File: config.mk
export PLATFORM = sky130hd
export DESIGN_NAME = power_monitor_poll_sequencer_top_flat
export DESIGN_NICKNAME = d
export VERILOG_FILES = /design/src/pms_pkg.sv /design/src/pms_if.sv /design/src/power_monitor_poll_sequencer_top.sv /design/src/pms_ctrl.sv /design/src/pms_dp.sv /design/src/flat_wrapper.sv
export SDC_FILE = /design/constraint.sdc
export NUM_CORES = 1
export LEC_CHECK = 0
export BUFFER_PORTS_ARGS = -buffer_cell sky130_fd_sc_hd__buf_2
export CORE_MARGIN = 1
export CORE_UTILIZATION = 50
export CTS_CLUSTER_DIAMETER = 200
export DETAILED_ROUTE_END_ITERATION = 7
export PLACE_DENSITY = 0.69
export SLEW_MARGIN = 5
export SYNTH_ARGS = -nofsm -noshare
export SYNTH_HDL_FRONTEND = slang
export SYNTH_HIERARCHICAL = 1
export SYNTH_SLANG_ARGS = --single-unit
export TNS_END_PERCENT = 5
File: constraint.sdc
create_clock -name clk -period 5.64 [get_ports clk]
set_input_delay 0.282 -clock clk [delete_from_list [all_inputs] [get_ports clk]]
set_output_delay 0.282 -clock clk [all_outputs]
set_load 0.01 [all_outputs]
File: src/pms_pkg.sv
`default_nettype none

package pms_pkg;

    localparam logic [15:0] DEFAULT_CONFIG_WORD = 16'd14751;
    localparam logic [15:0] CONFIG_RESET_BIT    = 16'h8000;

    // Input commands
    localparam logic [2:0] CMD_START     = 3'd0;
    localparam logic [2:0] CMD_DONE      = 3'd1;
    localparam logic [2:0] CMD_ERROR     = 3'd2;
    localparam logic [2:0] CMD_REQ_CFG   = 3'd3;
    localparam logic [2:0] CMD_REQ_BUS   = 3'd4;
    localparam logic [2:0] CMD_REQ_SHUNT = 3'd5;
    localparam logic [2:0] CMD_REQ_CUR   = 3'd6;

    // Message kinds
    localparam logic [1:0] MSG_NONE  = 2'd0;
    localparam logic [1:0] MSG_WRITE = 2'd1;
    localparam logic [1:0] MSG_READ  = 2'd2;

    // Device register pointers
    localparam logic [2:0] PTR_CONFIG  = 3'd0;
    localparam logic [2:0] PTR_SHUNT   = 3'd1;
    localparam logic [2:0] PTR_BUS     = 3'd2;
    localparam logic [2:0] PTR_CURRENT = 3'd4;

    // Configuration register indexes
    localparam logic [2:0] CFG_BUS_RANGE  = 3'd0;
    localparam logic [2:0] CFG_PGA_GAIN   = 3'd1;
    localparam logic [2:0] CFG_BUS_ADC    = 3'd2;
    localparam logic [2:0] CFG_SHUNT_ADC  = 3'd3;
    localparam logic [2:0] CFG_OP_MODE    = 3'd4;
    localparam logic [2:0] CFG_SHUNT_RES  = 3'd5;

    // Write word selection
    localparam logic [1:0] WSEL_ZERO   = 2'd0;
    localparam logic [1:0] WSEL_SHADOW = 2'd1;
    localparam logic [1:0] WSEL_RESET  = 2'd2;

    // Read word destination
    localparam logic [2:0] STORE_NONE  = 3'd0;
    localparam logic [2:0] STORE_CFG   = 3'd1;
    localparam logic [2:0] STORE_CUR   = 3'd2;
    localparam logic [2:0] STORE_SHUNT = 3'd3;
    localparam logic [2:0] STORE_BUS   = 3'd4;

    // Conversion constants
    localparam int UV_PER_LSB    = 10;
    localparam int UA_PER_UV_MA  = 1000;
    localparam int BUS_UV_PER_LSB = 4000;
    localparam int QUO_W         = 29;   // |shunt_uv| * 1000 fits 29 bits
    localparam int DIV_CNT_W     = $clog2(QUO_W);

    typedef struct packed {
        logic [2:0]  cmd;
        logic [15:0] read_data;
    } in_payload_t;

    typedef struct packed {
        logic [1:0]         msg_kind;
        logic [2:0]         reg_pointer;
        logic [15:0]        write_word;
        logic               init_done;
        logic               start_requested;
        logic [15:0]        config_word;
        logic [15:0]        bus_raw;
        logic [15:0]        shunt_raw;
        logic [15:0]        current_raw;
        logic signed [19:0] shunt_uv;
        logic [24:0]        bus_uv;
        logic signed [29:0] current_ua;
    } out_payload_t;

    typedef struct packed {
        logic       step;
        logic       rebuild_cfg;
        logic [1:0] msg_kind;
        logic [2:0] msg_ptr;
        logic [1:0] wsel;
        logic [2:0] store_sel;
        logic       mul_load;
        logic       div_step;
        logic       load_out;
        logic       init_done;
        logic       start_requested;
    } ctrl_cmd_t;

    typedef struct packed {
        logic shadow_is_default;
        logic data_is_default;
    } dp_status_t;

endpackage

`default_nettype wire

File: src/pms_if.sv
`default_nettype none

interface pms_in_if;
    import pms_pkg::*;

    logic        valid;
    logic        ready;
    in_payload_t payload;

    modport source (output valid, output payload, input ready);
    modport sink   (input valid, input payload, output ready);
endinterface

interface pms_out_if;
    import pms_pkg::*;

    logic         valid;
    logic         ready;
    out_payload_t payload;

    modport source (output valid, output payload, input ready);
    modport sink   (input valid, input payload, output ready);
endinterface

`default_nettype wire

File: src/power_monitor_poll_sequencer_top.sv
`default_nettype none
// A result passes the multiply phase, the 29-step restoring divider for the
// current conversion and the load phase, which waits for a free output register.
// No new transaction is accepted while one is still in those phases.
// The input is ready again as soon as the result is in the output register.
// Reset (rst_n low, asynchronous): idle, all requests pending, registers at
// their defaults, configuration word 0x399F, stored words zero.

module power_monitor_poll_sequencer_top (
    input  wire logic        clk,
    input  wire logic        rst_n,
    input  wire logic        cfg_we,
    input  wire logic [2:0]  cfg_index,
    input  wire logic [15:0] cfg_data,
    pms_in_if.sink           in_ch,
    pms_out_if.source        out_ch
);
    import pms_pkg::*;

    ctrl_cmd_t  cmd;
    dp_status_t status;

    pms_ctrl u_ctrl (
        .clk       (clk),
        .rst_n     (rst_n),
        .in_valid  (in_ch.valid),
        .in_ready  (in_ch.ready),
        .in_cmd    (in_ch.payload.cmd),
        .out_valid (out_ch.valid),
        .out_ready (out_ch.ready),
        .status    (status),
        .cmd       (cmd)
    );

    pms_dp u_dp (
        .clk       (clk),
        .rst_n     (rst_n),
        .cfg_we    (cfg_we),
        .cfg_index (cfg_index),
        .cfg_data  (cfg_data),
        .read_data (in_ch.payload.read_data),
        .cmd       (cmd),
        .status    (status),
        .payload   (out_ch.payload)
    );

endmodule

`default_nettype wire

File: src/pms_ctrl.sv
`default_nettype none

module pms_ctrl (
    input  wire logic              clk,
    input  wire logic              rst_n,
    input  wire logic              in_valid,
    output logic                   in_ready,
    input  wire logic [2:0]        in_cmd,
    output logic                   out_valid,
    input  wire logic              out_ready,
    input  wire pms_pkg::dp_status_t status,
    output pms_pkg::ctrl_cmd_t     cmd
);
    import pms_pkg::*;

    localparam logic [1:0] P_IDLE = 2'd0;
    localparam logic [1:0] P_MUL  = 2'd1;
    localparam logic [1:0] P_DIV  = 2'd2;
    localparam logic [1:0] P_OUT  = 2'd3;

    localparam logic [2:0] ST_IDLE     = 3'd0;
    localparam logic [2:0] ST_INIT_RST = 3'd1;
    localparam logic [2:0] ST_INIT_RB  = 3'd2;
    localparam logic [2:0] ST_INIT_WR  = 3'd3;
    localparam logic [2:0] ST_RD_CFG   = 3'd4;
    localparam logic [2:0] ST_RD_CUR   = 3'd5;
    localparam logic [2:0] ST_RD_SHUNT = 3'd6;
    localparam logic [2:0] ST_RD_BUS   = 3'd7;

    localparam int FL_INIT  = 0;
    localparam int FL_CFG   = 1;
    localparam int FL_CUR   = 2;
    localparam int FL_SHUNT = 3;
    localparam int FL_BUS   = 4;
    localparam logic [4:0] FL_ALL = 5'b11111;

    localparam logic [DIV_CNT_W-1:0] DIV_LAST = DIV_CNT_W'(QUO_W - 1);

    logic [1:0]           phase_reg, phase_next;
    logic [DIV_CNT_W-1:0] div_cnt_reg, div_cnt_next;
    logic                 out_valid_reg, out_valid_next;
    logic [2:0]           seq_state_reg, seq_next, seq_eff;
    logic [4:0]           flags_reg, flags_next, flags_eff;
    logic                 init_flag_reg, init_next;
    logic                 error_flag_reg, error_next;
    logic                 accept;
    logic                 slot_free;

    logic [1:0] msg_kind;
    logic [2:0] msg_ptr;
    logic [1:0] wsel;
    logic [2:0] store_sel;
    logic       rebuild;

    assign accept    = in_valid && in_ready;
    assign in_ready  = (phase_reg == P_IDLE);
    assign out_valid = out_valid_reg;
    assign slot_free = !out_valid_reg || out_ready;

    // Poll sequencer: one transaction updates flags, state and message
    always_comb
    begin
        seq_next   = seq_state_reg;
        flags_next = flags_reg;
        init_next  = init_flag_reg;
        error_next = error_flag_reg;
        seq_eff    = seq_state_reg;
        flags_eff  = flags_reg;
        msg_kind   = MSG_NONE;
        msg_ptr    = PTR_CONFIG;
        wsel       = WSEL_ZERO;
        store_sel  = STORE_NONE;
        rebuild    = 1'b0;
        if (accept)
        begin
            unique case (in_cmd)
                CMD_START:
                begin
                    // recover from a failed transfer before serving anything
                    if (error_flag_reg)
                    begin
                        error_next = 1'b0;
                        seq_eff    = ST_IDLE;
                        init_next  = 1'b0;
                        flags_eff  = FL_ALL;
                        rebuild    = 1'b1;
                    end
                    seq_next   = seq_eff;
                    flags_next = flags_eff;
                    if (seq_eff == ST_IDLE)
                    begin
                        priority if (flags_eff[FL_INIT])
                        begin
                            flags_next[FL_INIT] = 1'b0;
                            seq_next = ST_INIT_RST;
                            msg_kind = MSG_WRITE;
                            wsel     = WSEL_RESET;
                        end
                        else if (flags_eff[FL_CFG])
                        begin
                            flags_next[FL_CFG] = 1'b0;
                            seq_next = ST_RD_CFG;
                            msg_kind = MSG_READ;
                        end
                        else if (flags_eff[FL_CUR])
                        begin
                            flags_next[FL_CUR] = 1'b0;
                            seq_next = ST_RD_CUR;
                            msg_kind = MSG_READ;
                            msg_ptr  = PTR_CURRENT;
                        end
                        else if (flags_eff[FL_SHUNT])
                        begin
                            flags_next[FL_SHUNT] = 1'b0;
                            seq_next = ST_RD_SHUNT;
                            msg_kind = MSG_READ;
                            msg_ptr  = PTR_SHUNT;
                        end
                        else if (flags_eff[FL_BUS])
                        begin
                            flags_next[FL_BUS] = 1'b0;
                            seq_next = ST_RD_BUS;
                            msg_kind = MSG_READ;
                            msg_ptr  = PTR_BUS;
                        end
                        else
                        begin
                            seq_next = ST_IDLE;
                        end
                    end
                end
                CMD_DONE:
                begin
                    unique case (seq_state_reg)
                        ST_INIT_RST:
                        begin
                            seq_next = ST_INIT_RB;
                            msg_kind = MSG_READ;
                        end
                        ST_INIT_RB:
                        begin
                            seq_next = ST_IDLE;
                            if (status.data_is_default)
                            begin
                                if (!status.shadow_is_default)
                                begin
                                    seq_next = ST_INIT_WR;
                                    msg_kind = MSG_WRITE;
                                    wsel     = WSEL_SHADOW;
                                end
                                else
                                begin
                                    init_next = 1'b1;
                                end
                            end
                            else
                            begin
                                // readback mismatch: re-arm init
                                init_next = 1'b0;
                                flags_next[FL_INIT] = 1'b1;
                            end
                        end
                        ST_INIT_WR:
                        begin
                            init_next = 1'b1;
                            seq_next  = ST_IDLE;
                        end
                        ST_RD_CFG:
                        begin
                            store_sel = STORE_CFG;
                            seq_next  = ST_IDLE;
                        end
                        ST_RD_CUR:
                        begin
                            store_sel = STORE_CUR;
                            seq_next  = ST_IDLE;
                        end
                        ST_RD_SHUNT:
                        begin
                            store_sel = STORE_SHUNT;
                            seq_next  = ST_IDLE;
                        end
                        ST_RD_BUS:
                        begin
                            store_sel = STORE_BUS;
                            seq_next  = ST_IDLE;
                        end
                        default:
                        begin
                            seq_next = seq_state_reg;
                        end
                    endcase
                end
                CMD_ERROR:     error_next = 1'b1;
                CMD_REQ_CFG:   flags_next[FL_CFG]   = 1'b1;
                CMD_REQ_BUS:   flags_next[FL_BUS]   = 1'b1;
                CMD_REQ_SHUNT: flags_next[FL_SHUNT] = 1'b1;
                CMD_REQ_CUR:   flags_next[FL_CUR]   = 1'b1;
                default:       error_next = error_flag_reg;
            endcase
        end
    end

    // Item phases: step on accept, multiply, divide, load result
    always_comb
    begin
        phase_next     = phase_reg;
        div_cnt_next   = div_cnt_reg;
        out_valid_next = out_valid_reg;
        if (out_valid_reg && out_ready)
        begin
            out_valid_next = 1'b0;
        end
        unique case (phase_reg)
            P_IDLE:
            begin
                if (accept)
                begin
                    phase_next = P_MUL;
                end
            end
            P_MUL:
            begin
                phase_next   = P_DIV;
                div_cnt_next = '0;
            end
            P_DIV:
            begin
                div_cnt_next = div_cnt_reg + 1'b1;
                if (div_cnt_reg == DIV_LAST)
                begin
                    phase_next = P_OUT;
                end
            end
            P_OUT:
            begin
                // hold until the output register is free
                if (slot_free)
                begin
                    out_valid_next = 1'b1;
                    phase_next     = P_IDLE;
                end
            end
            default:
            begin
                phase_next = P_IDLE;
            end
        endcase
    end

    always_comb
    begin
        cmd.step            = accept;
        cmd.rebuild_cfg     = rebuild;
        cmd.msg_kind        = msg_kind;
        cmd.msg_ptr         = msg_ptr;
        cmd.wsel            = wsel;
        cmd.store_sel       = store_sel;
        cmd.mul_load        = (phase_reg == P_MUL);
        cmd.div_step        = (phase_reg == P_DIV);
        cmd.load_out        = (phase_reg == P_OUT) && slot_free;
        cmd.init_done       = init_flag_reg;
        cmd.start_requested = |flags_reg;
    end

    always_ff @(posedge clk or negedge rst_n)
    begin
        if (!rst_n)
        begin
            phase_reg      <= P_IDLE;
            div_cnt_reg    <= '0;
            out_valid_reg  <= 1'b0;
            seq_state_reg  <= ST_IDLE;
            flags_reg      <= FL_ALL;
            init_flag_reg  <= 1'b0;
            error_flag_reg <= 1'b0;
        end
        else
        begin
            phase_reg      <= phase_next;
            div_cnt_reg    <= div_cnt_next;
            out_valid_reg  <= out_valid_next;
            seq_state_reg  <= seq_next;
            flags_reg      <= flags_next;
            init_flag_reg  <= init_next;
            error_flag_reg <= error_next;
        end
    end

    a_accept_to_mul: assert property (@(posedge clk) disable iff (!rst_n)
        accept |=> phase_reg == P_MUL)
        else $error("accepted transaction did not enter the multiply phase");

    a_div_to_out: assert property (@(posedge clk) disable iff (!rst_n)
        (phase_reg == P_DIV && div_cnt_reg == DIV_LAST) |=> phase_reg == P_OUT)
        else $error("divider did not finish after its last step");

    a_result_from_out: assert property (@(posedge clk) disable iff (!rst_n)
        $rose(out_valid_reg) |-> $past(phase_reg) == P_OUT)
        else $error("result raised outside the load phase");

    a_recovery: assert property (@(posedge clk) disable iff (!rst_n)
        (accept && in_cmd == CMD_START && error_flag_reg)
            |=> (!error_flag_reg && !init_flag_reg && seq_state_reg == ST_INIT_RST))
        else $error("error recovery did not restart init");

endmodule

`default_nettype wire

File: src/pms_dp.sv
`default_nettype none

module pms_dp (
    input  wire logic                clk,
    input  wire logic                rst_n,
    input  wire logic                cfg_we,
    input  wire logic [2:0]          cfg_index,
    input  wire logic [15:0]         cfg_data,
    input  wire logic [15:0]         read_data,
    input  wire pms_pkg::ctrl_cmd_t  cmd,
    output pms_pkg::dp_status_t      status,
    output pms_pkg::out_payload_t    payload
);
    import pms_pkg::*;

    localparam logic [13:0] MUL_SCALE = 14'(UV_PER_LSB * UA_PER_UV_MA);
    localparam logic signed [19:0] SUV_SCALE = 20'sd10;
    localparam logic [24:0] BUS_SCALE = 25'(BUS_UV_PER_LSB);

    logic        bus_range_reg, bus_range_next;
    logic [1:0]  pga_gain_reg, pga_gain_next;
    logic [3:0]  bus_adc_reg, bus_adc_next;
    logic [3:0]  shunt_adc_reg, shunt_adc_next;
    logic [2:0]  op_mode_reg, op_mode_next;
    logic [15:0] shunt_res_reg, shunt_res_next;
    logic        field_write;

    logic [15:0] shadow_reg, shadow_next, shadow_eff;
    logic [15:0] built_cur, built_next;
    logic [15:0] bus_word_reg, shunt_word_reg, current_word_reg;

    logic [1:0]  msg_kind_reg;
    logic [2:0]  msg_ptr_reg;
    logic [15:0] msg_word_reg, msg_word;

    logic             neg_reg;
    logic [16:0]      mag;
    logic [QUO_W-1:0] quo_reg;
    logic [15:0]      rem_reg;
    logic [16:0]      trial;
    logic [17:0]      diff;

    logic signed [29:0] current_ua;
    logic signed [19:0] shunt_uv;
    logic [24:0]        bus_uv;
    out_payload_t       out_reg;

    always_comb
    begin
        bus_range_next = bus_range_reg;
        pga_gain_next  = pga_gain_reg;
        bus_adc_next   = bus_adc_reg;
        shunt_adc_next = shunt_adc_reg;
        op_mode_next   = op_mode_reg;
        shunt_res_next = shunt_res_reg;
        field_write    = 1'b0;
        if (cfg_we)
        begin
            unique case (cfg_index)
                CFG_BUS_RANGE:
                begin
                    bus_range_next = cfg_data[0];
                    field_write    = 1'b1;
                end
                CFG_PGA_GAIN:
                begin
                    pga_gain_next = cfg_data[1:0];
                    field_write   = 1'b1;
                end
                CFG_BUS_ADC:
                begin
                    bus_adc_next = cfg_data[3:0];
                    field_write  = 1'b1;
                end
                CFG_SHUNT_ADC:
                begin
                    shunt_adc_next = cfg_data[3:0];
                    field_write    = 1'b1;
                end
                CFG_OP_MODE:
                begin
                    op_mode_next = cfg_data[2:0];
                    field_write  = 1'b1;
                end
                CFG_SHUNT_RES: shunt_res_next = cfg_data;
                default:       field_write = 1'b0;
            endcase
        end
    end

    assign built_cur  = {2'b00, bus_range_reg, pga_gain_reg, bus_adc_reg,
                         shunt_adc_reg, op_mode_reg};
    assign built_next = {2'b00, bus_range_next, pga_gain_next, bus_adc_next,
                         shunt_adc_next, op_mode_next};

    // recovery rebuilds the word in the same transaction that sends it
    assign shadow_eff = cmd.rebuild_cfg ? built_cur : shadow_reg;

    always_comb
    begin
        priority if (field_write)
            shadow_next = built_next;
        else if (cmd.step && cmd.store_sel == STORE_CFG)
            shadow_next = read_data;
        else if (cmd.step && cmd.rebuild_cfg)
            shadow_next = built_cur;
        else
            shadow_next = shadow_reg;
    end

    always_comb
    begin
        unique case (cmd.wsel)
            WSEL_SHADOW: msg_word = shadow_eff;
            WSEL_RESET:  msg_word = shadow_eff | CONFIG_RESET_BIT;
            default:     msg_word = '0;
        endcase
    end

    assign status.shadow_is_default = (shadow_reg == DEFAULT_CONFIG_WORD);
    assign status.data_is_default   = (read_data == DEFAULT_CONFIG_WORD);

    always_ff @(posedge clk or negedge rst_n)
    begin
        if (!rst_n)
        begin
            bus_range_reg    <= 1'b1;
            pga_gain_reg     <= 2'd3;
            bus_adc_reg      <= 4'd3;
            shunt_adc_reg    <= 4'd3;
            op_mode_reg      <= 3'd7;
            shunt_res_reg    <= 16'd100;
            shadow_reg       <= {2'b00, 1'b1, 2'd3, 4'd3, 4'd3, 3'd7};
            bus_word_reg     <= '0;
            shunt_word_reg   <= '0;
            current_word_reg <= '0;
        end
        else
        begin
            bus_range_reg <= bus_range_next;
            pga_gain_reg  <= pga_gain_next;
            bus_adc_reg   <= bus_adc_next;
            shunt_adc_reg <= shunt_adc_next;
            op_mode_reg   <= op_mode_next;
            shunt_res_reg <= shunt_res_next;
            shadow_reg    <= shadow_next;
            if (cmd.step && cmd.store_sel == STORE_BUS)
                bus_word_reg <= read_data;
            if (cmd.step && cmd.store_sel == STORE_SHUNT)
                shunt_word_reg <= read_data;
            if (cmd.step && cmd.store_sel == STORE_CUR)
                current_word_reg <= read_data;
        end
    end

    always_ff @(posedge clk)
    begin
        if (cmd.step)
        begin
            msg_kind_reg <= cmd.msg_kind;
            msg_ptr_reg  <= cmd.msg_ptr;
            msg_word_reg <= msg_word;
        end
    end

    // Current: |raw| * 10000 then restoring division, one quotient bit a cycle
    assign mag   = shunt_word_reg[15] ? (17'h10000 - {1'b0, shunt_word_reg})
                                      : {1'b0, shunt_word_reg};
    assign trial = {rem_reg, quo_reg[QUO_W-1]};
    assign diff  = {1'b0, trial} - {2'b00, shunt_res_reg};

    always_ff @(posedge clk)
    begin
        if (cmd.mul_load)
        begin
            neg_reg <= shunt_word_reg[15];
            quo_reg <= QUO_W'(mag * MUL_SCALE);
            rem_reg <= '0;
        end
        else if (cmd.div_step)
        begin
            quo_reg <= {quo_reg[QUO_W-2:0], !diff[17]};
            rem_reg <= diff[17] ? trial[15:0] : diff[15:0];
        end
    end

    always_comb
    begin
        if (shunt_res_reg == '0)
            current_ua = '0;
        else if (neg_reg)
            current_ua = 30'sd0 - $signed({1'b0, quo_reg});
        else
            current_ua = $signed({1'b0, quo_reg});
    end

    assign shunt_uv = 20'(signed'(shunt_word_reg)) * SUV_SCALE;
    assign bus_uv   = {12'd0, bus_word_reg[15:3]} * BUS_SCALE;

    always_ff @(posedge clk)
    begin
        if (cmd.load_out)
        begin
            out_reg.msg_kind        <= msg_kind_reg;
            out_reg.reg_pointer     <= msg_ptr_reg;
            out_reg.write_word      <= msg_word_reg;
            out_reg.init_done       <= cmd.init_done;
            out_reg.start_requested <= cmd.start_requested;
            out_reg.config_word     <= shadow_reg;
            out_reg.bus_raw         <= bus_word_reg;
            out_reg.shunt_raw       <= shunt_word_reg;
            out_reg.current_raw     <= current_word_reg;
            out_reg.shunt_uv        <= shunt_uv;
            out_reg.bus_uv          <= bus_uv;
            out_reg.current_ua      <= current_ua;
        end
    end

    assign payload = out_reg;

endmodule

`default_nettype wire
File: src/flat_wrapper.sv
// flat-port wrapper written by rule: the top's interface ports become plain ports
module power_monitor_poll_sequencer_top_flat import pms_pkg::*;
  (clk, rst_n, cfg_we, cfg_index, cfg_data, in_ch_valid, in_ch_payload, in_ch_ready, out_ch_valid, out_ch_payload, out_ch_ready);
  pms_in_if in_ch_i ();
  pms_out_if out_ch_i ();
  input  wire logic clk;
  input  wire logic rst_n;
  input  wire logic cfg_we;
  input  wire logic [2:0] cfg_index;
  input  wire logic [15:0] cfg_data;
  input wire logic [$bits(in_ch_i.valid)-1:0] in_ch_valid;
  input wire logic [$bits(in_ch_i.payload)-1:0] in_ch_payload;
  output wire logic [$bits(in_ch_i.ready)-1:0] in_ch_ready;
  output wire logic [$bits(out_ch_i.valid)-1:0] out_ch_valid;
  output wire logic [$bits(out_ch_i.payload)-1:0] out_ch_payload;
  input wire logic [$bits(out_ch_i.ready)-1:0] out_ch_ready;
  assign in_ch_i.valid = in_ch_valid;
  assign in_ch_i.payload = in_ch_payload;
  assign in_ch_ready = in_ch_i.ready;
  assign out_ch_valid = out_ch_i.valid;
  assign out_ch_payload = out_ch_i.payload;
  assign out_ch_i.ready = out_ch_ready;
  power_monitor_poll_sequencer_top u_core (.clk(clk), .rst_n(rst_n), .cfg_we(cfg_we), .cfg_index(cfg_index), .cfg_data(cfg_data), .in_ch(in_ch_i), .out_ch(out_ch_i));
endmodule
-- Word-level counts from Yosys, hierarchy flattened
Cells that the tools add are included.
W data, S select, Z words.
- reduce and logical (&&, ||, !) cells: 41
- multiply operators: 3
- eq/ne operators: 39
- add/sub/neg operators: 4
- bitwise logic cells: 3
- mux-type cells: 88
- operators with widths (cell ; number):
    $mux W29 ; 3
    $mux W16 ; 5
    $mux W3 ; 15
    $mux W2 ; 19
    $eq A16 B14 Y1 const B ; 2
    $pmux W16 S2 ; 1
    $eq A3 B3 Y1 const B ; 10
    $sub A1 B29 Y30 const A ; 1
    $mul A17 B10 Y25 const B ; 1
    $eq A3 B2 Y1 const B ; 8
    $mul A13 B7 Y20 const B ; 1
    $mux W4 ; 5
    $mux W5 ; 4
    $reduce_or A5 Y1 ; 4
    $mul A16 B4 Y19 const B ; 1
    $mux W1 ; 19
    $sub A17 B16 Y18 ; 1
    $mux W17 ; 1
    $sub A17 B16 Y17 const A ; 1
    $logic_not A16 Y1 ; 1
    $pmux W1 S2 ; 8
    $reduce_bool A2 Y1 ; 7
    $eq A3 B1 Y1 const B ; 4
    $pmux W2 S2 ; 3
    other kinds (28) ; 53
- register bits after elaboration: 335
- word-level logic and storage cells: 221

-- Longest topological paths before layout
- depth in word-level cells: 10
- depth in mapped cells: 23
- depth with buffers taken out: 23

-- Hierarchy
The synthesis kept the hierarchy.
- by module, submodules not included (module ; cells each ; area an instance (µm²) ; times used):
    pms_dp ; 1600 ; 18961.9 ; 1
    pms_ctrl ; 154 ; 1296.2 ; 1

-- Worst setup path before layout
No wires, ideal clock.
- kind: reg2reg
- start: reg u_core.u_dp.shunt_word_reg[7]
- end: reg u_core.u_dp.quo_reg[28], data pin
- data arrival time: 6023 ps
- period minus slack after synthesis: 6156 ps
- required time: 5507 ps
- stages on the path, launching flop included: 23
- slack: -516 ps
- buffers on the path: 2
- path through: dfrtp_1 clkbuf_1 or4_4 or4_4 o21ai_0 xnor2_1 inv_1 fa_1 inv_1 ha_1 inv_1 fa_1 inv_1 ha_1 ha_1 ha_1 clkbuf_1 nand4_1 nor2_1 nand2_1 or4_1 a2111oi_2 a311o_1
- longest elaborated chain between the ends: 4
- ends and longest elaborated chain (element ; line ; RTL):
    start: declaration ; pms_dp.sv:30 ; logic [15:0] bus_word_reg, shunt_word_reg, current_word_reg;
    start signal: assignment ; pms_dp.sv:150 ; shunt_word_reg <= read_data;
    $sub A17 B16 Y17 ; pms_dp.sv:167 ; assign mag = shunt_word_reg[15] ? (17'h10000 - {1'b0, shunt_word_reg})
    $mux W17 * ; pms_dp.sv:167 ;
    $mul A17 B10 Y25 * ; pms_dp.sv:177 ; quo_reg <= QUO_W'(mag * MUL_SCALE);
    $mux W29 * ; pms_dp.sv:174 ; if (cmd.mul_load)
    end signal: assignment ; pms_dp.sv:177 ;
    end signal: assignment ; pms_dp.sv:182 ; quo_reg <= {quo_reg[QUO_W-2:0], !diff[17]};
    end: declaration ; pms_dp.sv:38 ; logic [QUO_W-1:0] quo_reg;
Mark *: on every way between the ends. The rest lies on a longest branch, timed or not.
A chain may end at the register's enable or synchronous reset.

-- Worst setup path in the final report
- start: reg u_core.u_dp.shunt_word_reg[3]
- end: reg u_core.u_dp.quo_reg[28], data pin
The elaborated chain is that of the path after synthesis.

==> metrics <==
synth unique cells=81; Crit Path Category=register to register; switching share of power=0.3358; largest net degree at the start of global routing=68; number of port buffers=200; DR iter-0 viols=742; Vias=14260; Vias per Instance=5.514; RSZ-0062 raised after global routing=yes; Max FO, Critical Path=4; share of layout cells above drive strength 1=0.2590; CTS tree=done; Bufs and invs on worst path=2; register share of total power=0.442; worst min path class=primary input to register; Nets=2328; Synth async-reset ratio=0.3384; Seq/Total Area, Yosys=0.4548; Skew-Pair Late Insertion Delay=0.57 ns; Leakage=10.91 nW; Tmin final=5.666 ns; global-route wire length before repair=75.73 mm; Worst setup endpoint=u_core/u_dp/quo_reg[28]$_DFFE_PP_; Synth Instances=1754; worst slew pin tran=1.265 ns; antenna-violating nets left=0; Critical Path Max Stage Delay=0.55 ns; Root Driver=clkbuf_16; R2R setup slack=-0.03 ns; Area Overhead vs Synth=19.22%; max reg flops=152; DPL Wire Length=35.19 mm; Yosys reg bits=331; chip width=203.3 um; final wirelength=48.21 mm; Final WS setup=-0.02630 ns; P_int=5.769 mW; total CTS buffers=38; Synth Cell Area=20260 um^2; final setup vio count=1; CP startpoint=u_core/u_dp/shunt_word_reg[3]$_DFFE_PN0P_; Synthesis Warnings=6; CP Depth=18; DR DRC count=0; Placer Congestion=0.8902; cell row count=73; crit-path most repeated cell=fa_1; max_cap viols=0; Ports=207; starting density of the core=0.5087; Die H=203.3 um; Final Slew Violations=0; dpl ws=-0.02287 ns; Syn Area/Cell=11.55 um^2; reg2reg start=u_core/u_dp/shunt_word_reg[3]$_DFFE_PN0P_; Fin. Hold Viols=0; period utilization=1.005; clock sink count=331; vias in the first global route=14230; CP required=6.06 ns; # H-tree levels=2; Worst R2R End=u_core/u_dp/quo_reg[28]$_DFFE_PP_; total negative slack=-0.02630 ns; status=finished, violations left; worst-path cell chain=nor4_4, nand3b_1, o41ai_4, xnor2_2, fa_1, ha_4, fa_1, ha_1, inv_2, fa_1, inv_2, ha_4, nand4_1, nor2_2, nand2_1, or4_4, a2111oi_4, a311o_1; die area=41320 um^2; initial antenna violation count=3; core area=39820 um^2; critical path's slowest cell=or4_4; Slew HR=0.1557; Top FF cell, synth=edfxtp_1; startpoint types=register; # diodes=0; Worst VDD drop=0.2776 mV; Logic pwr share=0.273; Wirelength per Cell=18.63 um; TritonRoute pass-1 iters=5; total power=8.686 mW; Psw=2.917 mW; Post-synth EDFFs=199; pwr dens=359.7 nW/um^2; Fmax=176.5 MHz; most frequent cells in the layout=buf_2, edfxtp_1, ha_1, inv_1, nor2_1; clk slew on worst S/H paths=0.06 ns; clock power share=0.284; gr ovfl total=0; Tot GR Track Use=0.2340; kind of cell adding the most delay to the critical path=adder cells; CTS Buffer Depth=3; FF-to-FF path depth=18; failing checks=negative setup slack; clk_skew=0.02693 ns; Worst Path Arrival=6.08 ns; Worst setup EP type=register
[repair_timing]
action,4_1_cts,5_1_grt
pin swaps,0,29
endpoints found under the setup margin,2,8
cloned,0,0
endpoints found under the hold margin,52,0
buffers inserted,0,15
resized for setup,5,46
hold buffers,13,0
[worst min-delay path by stage]
| stage | from | to | slack (ns) | depth (start not counted) |
|---|---|---|---|---|
| final | cfg_data[3] | u_core/u_dp/bus_adc_reg[3]$_DFF_PN0_ | 0.04 | 2 |
| after floorplan | rst_n | u_core/u_ctrl/div_cnt_reg[0]$_DFFE_PN0P_ | -0.01 | 0 |
| after CTS | cfg_data[3] | u_core/u_dp/bus_adc_reg[3]$_DFF_PN0_ | 0.01 | 2 |
| after global placement | rst_n | u_core/u_dp/bus_word_reg[15]$_DFFE_PN0P_ | 0.34 | 1 |
| after detailed placement | rst_n | u_core/u_dp/bus_word_reg[15]$_DFFE_PN0P_ | 0.34 | 1 |
| after global routing | cfg_data[3] | u_core/u_dp/bus_adc_reg[3]$_DFF_PN0_ | 0.03 | 2 |
[kinds of logic (layout without fill, tap and decap cells)]
| family | count (synthesis) | in the layout | synth area share |
|---|---|---|---|
| AO/OA/AOI/OAI | 304 | 304 | 0.1015 |
| AND/OR/NAND/NOR | 405 | 405 | 0.1022 |
| other | 1 | 6 | 0.0001851 |
| XOR/XNOR | 107 | 107 | 0.04626 |
| adder cells (fa/ha/maj) | 253 | 253 | 0.1844 |
| flip-flops | 331 | 331 | 0.4548 |
| multiplexers | 121 | 121 | 0.06460 |
| buffers and inverters | 232 | 535 | 0.04607 |
[synthesized netlist by cell type (14+ instances only)]
master | instances | area, um^2
nor3_1 | 21 | 105.1
dfstp_2 | 28 | 735.7
nor2_1 | 117 | 439.2
nand3_1 | 28 | 140.1
xnor2_1 | 59 | 516.8
a21o_1 | 39 | 292.8
mux2i_1 | 43 | 430.4
o21ai_0 | 74 | 370.4
o31ai_1 | 25 | 187.7
clkbuf_1 | 49 | 183.9
inv_1 | 161 | 604.3
fa_1 | 76 | 1521
nand2_1 | 104 | 390.4
ha_1 | 177 | 2215
nand4_1 | 14 | 87.58
dfxtp_1 | 20 | 400.4
xor2_1 | 48 | 420.4
edfxtp_1 | 199 | 5976
dfrtp_1 | 84 | 2102
a21oi_1 | 60 | 300.3
nand2b_1 | 16 | 100.1
mux2_2 | 78 | 878.3
a221o_1 | 14 | 140.1
[stage by stage]
| stage | cells | hold slack [ns] | instance area (um^2) | util |
|---|---|---|---|---|
| floorplan | 1759 | -0.01359 | 20380 | - |
| global placement | 2489 | 0.3363 | 22310 | 0.5602 |
| detailed placement | 2489 | 0.3433 | 22310 | 0.5602 |
| CTS | 2572 | 0.01223 | 23740 | 0.5960 |
| global route | 2587 | 0.02560 | 24150 | 0.6065 |
| finish | 2587 | 0.04262 | 24150 | 0.6065 |
[layer usage]
metal / vias to the layer above / GRT usage / part of all wire / routed length, um
met1: 7021 / 0.3187 / 0.45 / 21820
met5: - / 0 / 0.00052 / 25
met3: 62 / 0.04474 / 0.049 / 2384
met2: 335 / 0.3796 / 0.47 / 22870
met4: 4 / 0.06928 / 0.023 / 1107
li1: 6842 / - / - / -
[power by group through the flow]
stage                     Sequential [mW]  Clock [mW]  Combinational [mW]
after floorplan                      3.92           0                1.54
after global placement               3.87           0                2.33
after detailed placement             3.88           0                2.37
after CTS                            3.84        2.53                2.39
after global routing                 3.91        2.63                2.65
final                                3.84        2.47                2.38
[final cells by class]
type	count	area (um^2)
fillers	3272	15670
multi-input cells	1196	10590
flip-flops and latches	331	9216
repair buffers	304	1821
clock buffers	49	1106
well taps	525	656.9
inverters	161	608.1
clock inverters	21	158.9
[worst reg2reg max path: stages (launching register included)]
cell	delay, ns
dfrtp_2	0.44
nor4_4	0.34
nand3b_1	0.24
o41ai_4	0.48
xnor2_2	0.19
fa_1	0.50
ha_4	0.29
fa_1	0.40
ha_1	0.30
inv_2	0.04
fa_1	0.49
inv_2	0.05
ha_4	0.27
nand4_1	0.13
nor2_2	0.17
nand2_1	0.10
or4_4	0.55
a2111oi_4	0.36
a311o_1	0.16
No activity file was read; power rests on OpenSTA's default activity.
